==> src/hw/rtl/latency_histogram_counters_macros.svh <==
// Assertion macros for the latency histogram counters.
// Each expects clk and arst_n in scope at the point of use.
`ifndef LATENCY_HISTOGRAM_COUNTERS_MACROS_SVH
`define LATENCY_HISTOGRAM_COUNTERS_MACROS_SVH

// antecedent implies consequent in the same cycle
`define LHC_ASSERT_IMP(lbl, ante, cons) \
	lbl: assert property (@(posedge clk) disable iff (!arst_n) (ante) |-> (cons)) \
		else $error("latency histogram assertion failed");

// antecedent implies consequent in the next cycle
`define LHC_ASSERT_NXT(lbl, ante, cons) \
	lbl: assert property (@(posedge clk) disable iff (!arst_n) (ante) |=> (cons)) \
		else $error("latency histogram assertion failed");

`endif

==> src/hw/rtl/lhc_pkg.sv <==
// Shared types and constants for the latency histogram counters.
// Holds word structs, controller command and status structs, the bound ladder, op codes and the status class function.
// No dependencies.
`timescale 1ns / 1ps
`default_nettype none

package lhc_pkg;

	localparam int CLASS_COUNT = 6;
	localparam int LADDER_LEN  = 32;

	localparam logic [1:0] OP_RECORD   = 2'd0;
	localparam logic [1:0] OP_READ_REQ = 2'd1;
	localparam logic [1:0] OP_READ_BKT = 2'd2;
	localparam logic [1:0] OP_READ_TOT = 2'd3;

	typedef struct packed {
		logic [1:0]  op;
		logic [7:0]  method;
		logic [9:0]  status;
		logic [31:0] duration_us;
		logic [2:0]  class_select;
		logic [3:0]  bucket_select;
	} lhc_in_t;

	typedef struct packed {
		logic [63:0] counter_value;
		logic [63:0] total_requests;
		logic [63:0] duration_sum_us;
	} lhc_out_t;

	typedef struct packed {
		logic load;
		logic clear;
		logic decode;
		logic read;
		logic update;
		logic emit;
	} lhc_cmd_t;

	typedef struct packed {
		logic clear_last;
		logic out_free;
	} lhc_stat_t;

	localparam logic [63:0] BOUND_LADDER [0:LADDER_LEN-1] = '{
		64'd500, 64'd1000, 64'd2500, 64'd5000,
		64'd10000, 64'd25000, 64'd50000,
		64'd100000, 64'd250000, 64'd500000,
		64'd1000000, 64'd2500000, 64'd5000000,
		64'd10000000, 64'd25000000, 64'd50000000,
		64'd100000000, 64'd250000000, 64'd500000000,
		64'd1000000000, 64'd2500000000, 64'd5000000000,
		64'd10000000000, 64'd25000000000, 64'd50000000000,
		64'd100000000000, 64'd250000000000, 64'd500000000000,
		64'd1000000000000, 64'd2500000000000, 64'd5000000000000,
		64'd10000000000000
	};

	// status / 100, classes of six and up fold to zero
	function automatic logic [2:0] status_class(input logic [9:0] status);
		logic [2:0] cls;
		if (status < 10'd100) begin
			cls = 3'd0;
		end else if (status < 10'd200) begin
			cls = 3'd1;
		end else if (status < 10'd300) begin
			cls = 3'd2;
		end else if (status < 10'd400) begin
			cls = 3'd3;
		end else if (status < 10'd500) begin
			cls = 3'd4;
		end else if (status < 10'd600) begin
			cls = 3'd5;
		end else begin
			cls = 3'd0;
		end
		return cls;
	endfunction

endpackage

`default_nettype wire

==> src/hw/rtl/lhc_ctrl.sv <==
// Controller state machine for the latency histogram counters.
// Sequences clear pass, decode, read, update and result load.
// Depends on lhc_pkg.
`timescale 1ns / 1ps
`default_nettype none

module lhc_ctrl (
	input  logic              clk,
	input  logic              arst_n,
	input  logic              rec_valid,
	output logic              rec_stall,
	input  lhc_pkg::lhc_stat_t stat,
	output lhc_pkg::lhc_cmd_t  cmd
);
	import lhc_pkg::*;

	localparam logic [2:0] ST_CLEAR  = 3'd0;
	localparam logic [2:0] ST_IDLE   = 3'd1;
	localparam logic [2:0] ST_DECODE = 3'd2;
	localparam logic [2:0] ST_READ   = 3'd3;
	localparam logic [2:0] ST_UPDATE = 3'd4;
	localparam logic [2:0] ST_RESULT = 3'd5;

	logic [2:0] state_q;
	logic [2:0] state_d;

	always_ff @(posedge clk or negedge arst_n) begin
		if (!arst_n) begin
			state_q <= ST_CLEAR;
		end else begin
			state_q <= state_d;
		end
	end

	always_comb begin
		state_d   = state_q;
		cmd       = '0;
		rec_stall = 1'b1;
		case (state_q)
			ST_CLEAR: begin
				cmd.clear = 1'b1;
				if (stat.clear_last) begin
					state_d = ST_IDLE;
				end
			end
			ST_IDLE: begin
				rec_stall = 1'b0;
				if (rec_valid) begin
					cmd.load = 1'b1;
					state_d  = ST_DECODE;
				end
			end
			ST_DECODE: begin
				cmd.decode = 1'b1;
				state_d    = ST_READ;
			end
			ST_READ: begin
				cmd.read = 1'b1;
				state_d  = ST_UPDATE;
			end
			ST_UPDATE: begin
				cmd.update = 1'b1;
				state_d    = ST_RESULT;
			end
			ST_RESULT: begin
				if (stat.out_free) begin
					cmd.emit = 1'b1;
					state_d  = ST_IDLE;
				end
			end
			default: begin
				state_d = ST_IDLE;
			end
		endcase
	end

endmodule

`default_nettype wire

==> config.mk <==
export PLATFORM = sky130hd
export DESIGN_NAME = lhc_ctrl
export DESIGN_NICKNAME = d
export VERILOG_FILES = /design/src/hw/rtl/latency_histogram_counters_macros.svh /design/src/hw/rtl/lhc_pkg.sv /design/src/hw/rtl/lhc_ctrl.sv
export SDC_FILE = /design/constraint.sdc
export NUM_CORES = 1
export LEC_CHECK = 0
export BUFFER_PORTS_ARGS = -buffer_cell sky130_fd_sc_hd__clkbuf_2
export CORE_AREA = 2 2 39 41
export CTS_BUF_LIST = sky130_fd_sc_hd__clkbuf_4
export CTS_CLUSTER_SIZE = 24
export DETAILED_ROUTE_END_ITERATION = 7
export DIE_AREA = 0 0 41 43
export HOLD_SLACK_MARGIN = 0.15
export MAX_ROUTING_LAYER = met4
export PLACE_DENSITY_LB_ADDON = 0.1
export SYNTH_ARGS = -nofsm -noshare
export SYNTH_HDL_FRONTEND = slang
export SYNTH_SLANG_ARGS = --single-unit
export TNS_END_PERCENT = 50
==> constraint.sdc <==
create_clock -name clk -period 1.45 [get_ports clk]
set_clock_uncertainty 0.05 [all_clocks]
set_input_delay 0.0725 -clock clk [delete_from_list [all_inputs] [get_ports clk]]
set_output_delay 0.0725 -clock clk [all_outputs]
set_load 0.01 [all_outputs]
==> impl_metrics.toml, run 1 <==
[status]
status = "finished, final reports clean"

[power_and_ir_drop]
comb_power_share_pct = 41.8
swShare_pct = 39.0
ir_drop_mv = 0.467
p_per_area_nw_per_um2 = 1930
p_leak_nw = 0.166
clkPwrFrac_pct = 26.9
switching_power_mw = 0.250
cell_internal_pwr_mw = 0.391
p_seq_share_pct = 31.3

[routing]
wl_per_cell_um = 9.85
drc = 0
drt_first_pass_iters = 3
drt_wl_total_um = 522
vias = 206
drt-vias-per-instance = 3.89
final_antenna_net_count = 0
drt_iter0_markers = 1

[logic_synthesis]
yosysMostFrequentCell = "dfrtp_1"
syn_nets = 23
synth_top_area_cell = "dfrtp_1"
synth_cell_types = 15
ys_seq_elements = 3
synth_commonest_cells = "3 x dfrtp_1, 2 x nor3b_1"
synth_top_cell_area_share_pct = 41.1
synth_ff_type = "dfrtp_1"
ys_async_sr_fraction_pct = 100
synth_area_leaders = "dfrtp_1 41%, nor3b_1 8.2%, buf_6 6.2%, nor4bb_1 5.5%, a31o_1 4.8%"
yosysSeqAreaShare_pct = 41.1
synth_area_per_cell_sq_um = 10.1
syn-cell-area_sq_um = 183
syn_inst = 18
ys_warn_count = 0
synth-edff-count = 0

[timing]
fin_tns_setup_ns = 0
worstMarginPinSlew_ns = 0.238
period_minus_slack_ns = 1.32
fmax_mhz = 760
hold_violations = 0
finalSetupViolations = 0
rsz0062_at_grt = "false"
fin_ws_ns = 0.134
max-slew-margin-rel_pct = 83.9
finalCritPeriodShare_pct = 90.8
slew_viol_final = 0

[finish]
multi_input_area_sq_um = 98.8
regMostFlops = "state_q"
syn_to_final_growth_pct = 82.2
layout-drive-gt1-share_pct = 43.2
antenna_cells = 0
top_regs = "state_q: 3 flops"
largest_register_ffs = 3
n_fill_cell = 157
nNetsFinal = 43
seqCellArea_sq_um = 75.1

[die]
core_sq_um = 1380
num_rows = 14
initial_core_util_pct = 13.2
die-area_sq_um = 1760
die_height_um = 43
io_pins = 12
die_width_um = 41

[clock_tree]
clock-root-buffer = "clkbuf_4"
clk_pin_slew_ns = 0.04
clkSinkCount = 3
clk_latency_ns = 0.24
cts_tree = "built"
cts_setup_buffers = 0
htreeDepth = 1
cts_buffers = 3
clock_path_buffers = 2

[global_route]
grt_max_degree = 11
gr-total-overflow = 0
grt_antenna_before_repair = 0
grt_usage_pct = 8.86
grt_pass1_wl_um = 931
grt_pass1_vias = 219

[worst_setup_path]
r2r-start = "state_q[0]$_DFFE_PN0P_"
slowest_stage = "dfrtp_1"
crit_chain = "nor4bb_2, clkbuf_2"
worst_r2r_endpoint = "state_q[0]$_DFFE_PN0P_"
critPathTopFamily = "flip-flops"
required_ns = 1.33
slowest_delay_ns = 0.45
worstSetupPathType = "flop to output port"
rrSetupSlack_ns = 0.28
startpoint = "state_q[1]$_DFFE_PN0P_"
critical_path_arrival_ns = 1.19
critPathBufInv = 1
cp-start-kind = "flop"
reg2regPathDepth = 2
critPathCaptureType = "output port"
crit_fanout = 8

[hold_path]
whs_path_depth = 1
hold_path_class = "flop to flop"
holdPathEnd = "state_q[0]$_DFFE_PN0P_"
worstHoldStart = "state_q[2]$_DFFE_PN0P_"

[placed_design]
place_hpwl_um = 368
port_buffers = 11
dp_slack_ns = 0.287
gp_congestion = 0.657

[job]
maxCapViolCount = 0
-- cell usage in the layout (no fill, tap or decap), drive strengths merged --
cell type / synthesis / final
or2: 1 / 1
dfrtp: 3 / 3
nand2: 1 / 1
a21o: 1 / 1
nor4bb: 1 / 1
o21ai: 1 / 1
nor3: 1 / 1
nor3b: 2 / 2
dlygate4sd3: 0 / 5
nand3b: 1 / 1
a31o: 1 / 1
and4: 1 / 1
clkbuf: 0 / 15
and3b: 1 / 1
or3: 1 / 1
inv: 1 / 1
-- per-stage QoR --
stage	hold slack (ns)	cell area, sq um	util (%)	std cells	power [mW]
after floorplan	-0.273	183	-	18	0.370
after global placement	-0.169	246	17.8	44	0.447
after detailed placement	-0.169	246	17.8	44	0.448
after CTS	0.578	327	23.6	53	0.648
after global routing	0.638	333	24.1	53	0.702
final	0.587	333	24.1	53	0.641
-- cell type report --
| type | instances | area share, % |
|---|---|---|
| Inverter | 1 | 1.13 |
| Clock buffer | 4 | 9.02 |
| Multi-Input combinational cell | 13 | 29.7 |
| Tap cell | 16 | 6.02 |
| Timing Repair Buffer | 16 | 31.6 |
| Sequential cell | 3 | 22.6 |
-- what timing repair did --
action                                  CTS  global route
hold buffers                              5             0
endpoints found under the setup margin    0             1
resized for setup                         0             1
endpoints found under the hold margin     5             0
-- worst max-delay path by stage --
stage	to	slack, ns	cells after the start
floorplan	state_q[1]$_DFFE_PN0P_	0.25	2
detailed placement	state_q[0]$_DFFE_PN0P_	0.29	2
finish	cmd[5]	0.13	2
CTS	cmd[5]	0.08	2
global route	cmd[5]	0.05	2
global placement	state_q[0]$_DFFE_PN0P_	0.31	2
-- cells by family after synthesis --
family	count (synthesis)	share of synthesized area, %
flops	3	41.1
compound gates	3	11.6
buf+inv	2	8.22
simple gates	10	39.0
-- power by group through the flow --
stage,Combinational (mW),Clock (mW),Sequential [mW]
final,0.268,0.172,0.201
after global placement,0.250,0,0.196
after floorplan,0.209,0,0.161
after detailed placement,0.249,0,0.198
after global routing,0.296,0.192,0.214
after CTS,0.266,0.184,0.198
-- layer usage --
| metal | part of all wire (%) | vias to the layer above | GRT usage (%) |
|---|---|---|---|
| met5 | 0 | - | - |
| li1 | - | 106 | - |
| met1 | 45 | 94 | 10.0 |
| met4 | 0 | 0 | 10.0 |
| met3 | 4.0 | 0 | 4.71 |
| met2 | 50 | 6 | 9.69 |
Note: power is estimated with default switching activity, not from simulation.
==> run 2: changes to the inputs <==
- ABC_AREA: not set -> 1
==> run 2 against run 1 <==
Net effect: sequential share of layout area decreased by 0.25 points; routed wire length increased by 1.3%; critical endpoint is now cmd[4]; power increased by 7.5%; clock power decreased by 4%; largest cell class is now multi-input combinational cells; final area increased by 1.1%.
==> impl_metrics.toml, run 2 <==
[logic_synthesis]
synth-xor-area-share_pct = 0
synth_area_leaders = "dfrtp_1 36%, inv_1 14%, nand2_1 11%, nor2_1 11%, nand3_2 9.5%"
yosys.area_share.simple_pct = 43.8
synth_commonest_cells = "8 x inv_1, 6 x nand2_1, 6 x nor2_1"
yosysMostFrequentCell = "inv_1"
synthMuxAreaShare_pct = 0
ys_warn_count = 0
synth_area_per_cell_sq_um = 6.61
synth_cell_types = 11
syn_inst = 32
syn-cell-area_sq_um = 211
synth_ff_type = "dfrtp_1"
ys_seq_elements = 3
syn_nets = 37
yosysSeqAreaShare_pct = 35.5
synth-edff-count = 0
synth_compound_area_share_pct = 6.51
ys_async_sr_fraction_pct = 100
synth_top_family_by_area = "simple AND/OR/NAND/NOR gates"
synthAdderAreaFrac_pct = 0
synth_top_area_cell = "dfrtp_1"
synth_top_cell_area_share_pct = 35.5

[clock_tree]
cts_buffers = 3
clock_path_buffers = 2
clk_pin_slew_ns = 0.04
htreeDepth = 1
postCtsHoldBufs = 2
clock-root-buffer = "clkbuf_4"
cts.repair.resized = 0
clk_latency_ns = 0.23
cts_setup_buffers = 0
clkSinkCount = 3
cts_tree = "built"

[power_and_ir_drop]
swShare_pct = 45.0
p_per_area_nw_per_um2 = 2050
p_seq_share_pct = 24.3
p_leak_nw = 0.203
ir_drop_mv = 0.547
clkPwrFrac_pct = 23.9
cell_internal_pwr_mw = 0.379
total_power_mw = 0.689
switching_power_mw = 0.310
comb_power_share_pct = 51.8

[finish]
regMostFlops = "state_q"
largest_register_ffs = 3
fin_util_pct = 24.3
syn_to_final_growth_pct = 59.2
layout_commonest_cell = "clkbuf_2"
n_fill_cell = 166
layout-drive-gt1-share_pct = 36.7
fin_cells = 65
nNetsFinal = 55
final_cell_mix = "11 x clkbuf_2, 8 x inv_1, 6 x nand2_1, 6 x nor2_1, 4 x clkbuf_4"
design_area_sq_um = 337
top_regs = "state_q: 3 flops"
antenna_cells = 0

[hold_path]
hold_path_class = "primary input to flop"

[worst_setup_path]
cp_common_cell = "nor2_1"
slowest_delay_ns = 0.41
crit_fanout = 5
worstSetupPathType = "flop to output port"
cp-start-kind = "flop"
critical_path_arrival_ns = 1.13
critPathCaptureType = "output port"
required_ns = 1.33
slowest_stage = "dfrtp_1"
crit_chain = "nor2_1, inv_1, nor2_1, clkbuf_2"

[die]
initial_core_util_pct = 15.3
die_width_um = 41
io_pins = 12
die-area_sq_um = 1760
core_sq_um = 1380
num_rows = 14
die_height_um = 43

[global_route]
grt_max_degree = 6
grt_pass1_vias = 244
gr-total-overflow = 0
grt_usage_pct = 8.46
grt_pass1_wl_um = 917
grt_antenna_before_repair = 0

[routing]
wl_met2_um = 291
wl_met3_um = 22
drt-vias-per-instance = 3.78
drc = 0
final_antenna_net_count = 0
drt_first_pass_iters = 1
highest_layer = "met3"
wl_per_cell_um = 8.14
drt_wl_total_um = 529
drt-met1-wl_um = 215
vias = 246
drt_iter0_markers = 0

[timing]
slew_viol_final = 0
period_minus_slack_ns = 1.25
fmax_mhz = 801
fin_tns_setup_ns = 0
rsz0062_at_grt = "false"
max-slew-margin-rel_pct = 86.6
worstMarginPinSlew_ns = 0.201
finalSetupViolations = 0
finalCritPeriodShare_pct = 86.1
hold_violations = 0

[job]
maxCapViolCount = 0

[placed_design]
gp_congestion = 0.725
place_inst = 59
place_hpwl_um = 446
port_buffers = 11
placed_cell_area_sq_um = 287

[status]
status = "finished, final reports clean"
==> run 2: cells by family after synthesis <==
group                  Yosys count
AO/OA/AOI/OAI                    2
buffers and inverters            8
AND/OR/NAND/NOR                 19
flip-flops                       3
==> run 2: path summary, 6_finish.rpt <==
path	slack, ns	startpoint	to	depth (start not counted)
max	0.20	state_q[0]$_DFFE_PN0P_	cmd[4]	4
min	0.17	stat[0]	state_q[2]$_DFFE_PN0P_	4
max reg2reg	0.41	state_q[2]$_DFFE_PN0P_	state_q[0]$_DFFE_PN0P_	6
min reg2reg	0.51	state_q[0]$_DFFE_PN0P_	state_q[0]$_DFFE_PN0P_	2
max in group asynchronous	0.55	arst_n	state_q[1]$_DFFE_PN0P_	3
min in group asynchronous	0.66	arst_n	state_q[0]$_DFFE_PN0P_	3
==> run 2: area by class of cell <==
cell class / count / area (sq um) / area share, %
Timing Repair Buffer: 13 / 75.1 / 22.3
Inverter: 8 / 30.0 / 8.92
Multi-Input combinational cell: 21 / 106 / 31.6
Tap cell: 16 / 20.0 / 5.95
Sequential cell: 3 / 75.1 / 22.3
Clock buffer: 4 / 30.0 / 8.92
==> run 2: worst max-delay path: cells and delay by family (launching register included) <==
kind                   cells  cell delay, ns
flip-flops                 1            0.41
buffers and inverters      2            0.22
AND/OR/NAND/NOR            2            0.26
==> run 2: power by group through the flow <==
stage               registers [mW]  clock network, mW  logic, mW
finish                       0.167              0.165      0.357
global route                 0.172              0.184      0.406
CTS                          0.168              0.175      0.366
detailed placement           0.170                  0      0.361
global placement             0.170                  0      0.355
floorplan                    0.156                  0      0.247
==> run 2: per-stage QoR <==
| stage | hold WS [ns] | setup slack [ns] |
|---|---|---|
| 3_5_place_dp | -0.179 | 0.409 |
| 4_1_cts | 0.158 | 0.172 |
| 6_report | 0.166 | 0.201 |
| 5_1_grt | 0.187 | 0.0847 |
| 3_3_place_gp | -0.177 | 0.412 |
| 2_1_floorplan | -0.273 | 0.499 |
==> run 2: metal layers <==
layer  vias up  track usage [%]
li1        134                -
met1       108             8.12
met2         4             12.2
met3         0             3.14
met4         0             8.00
met5         -                -
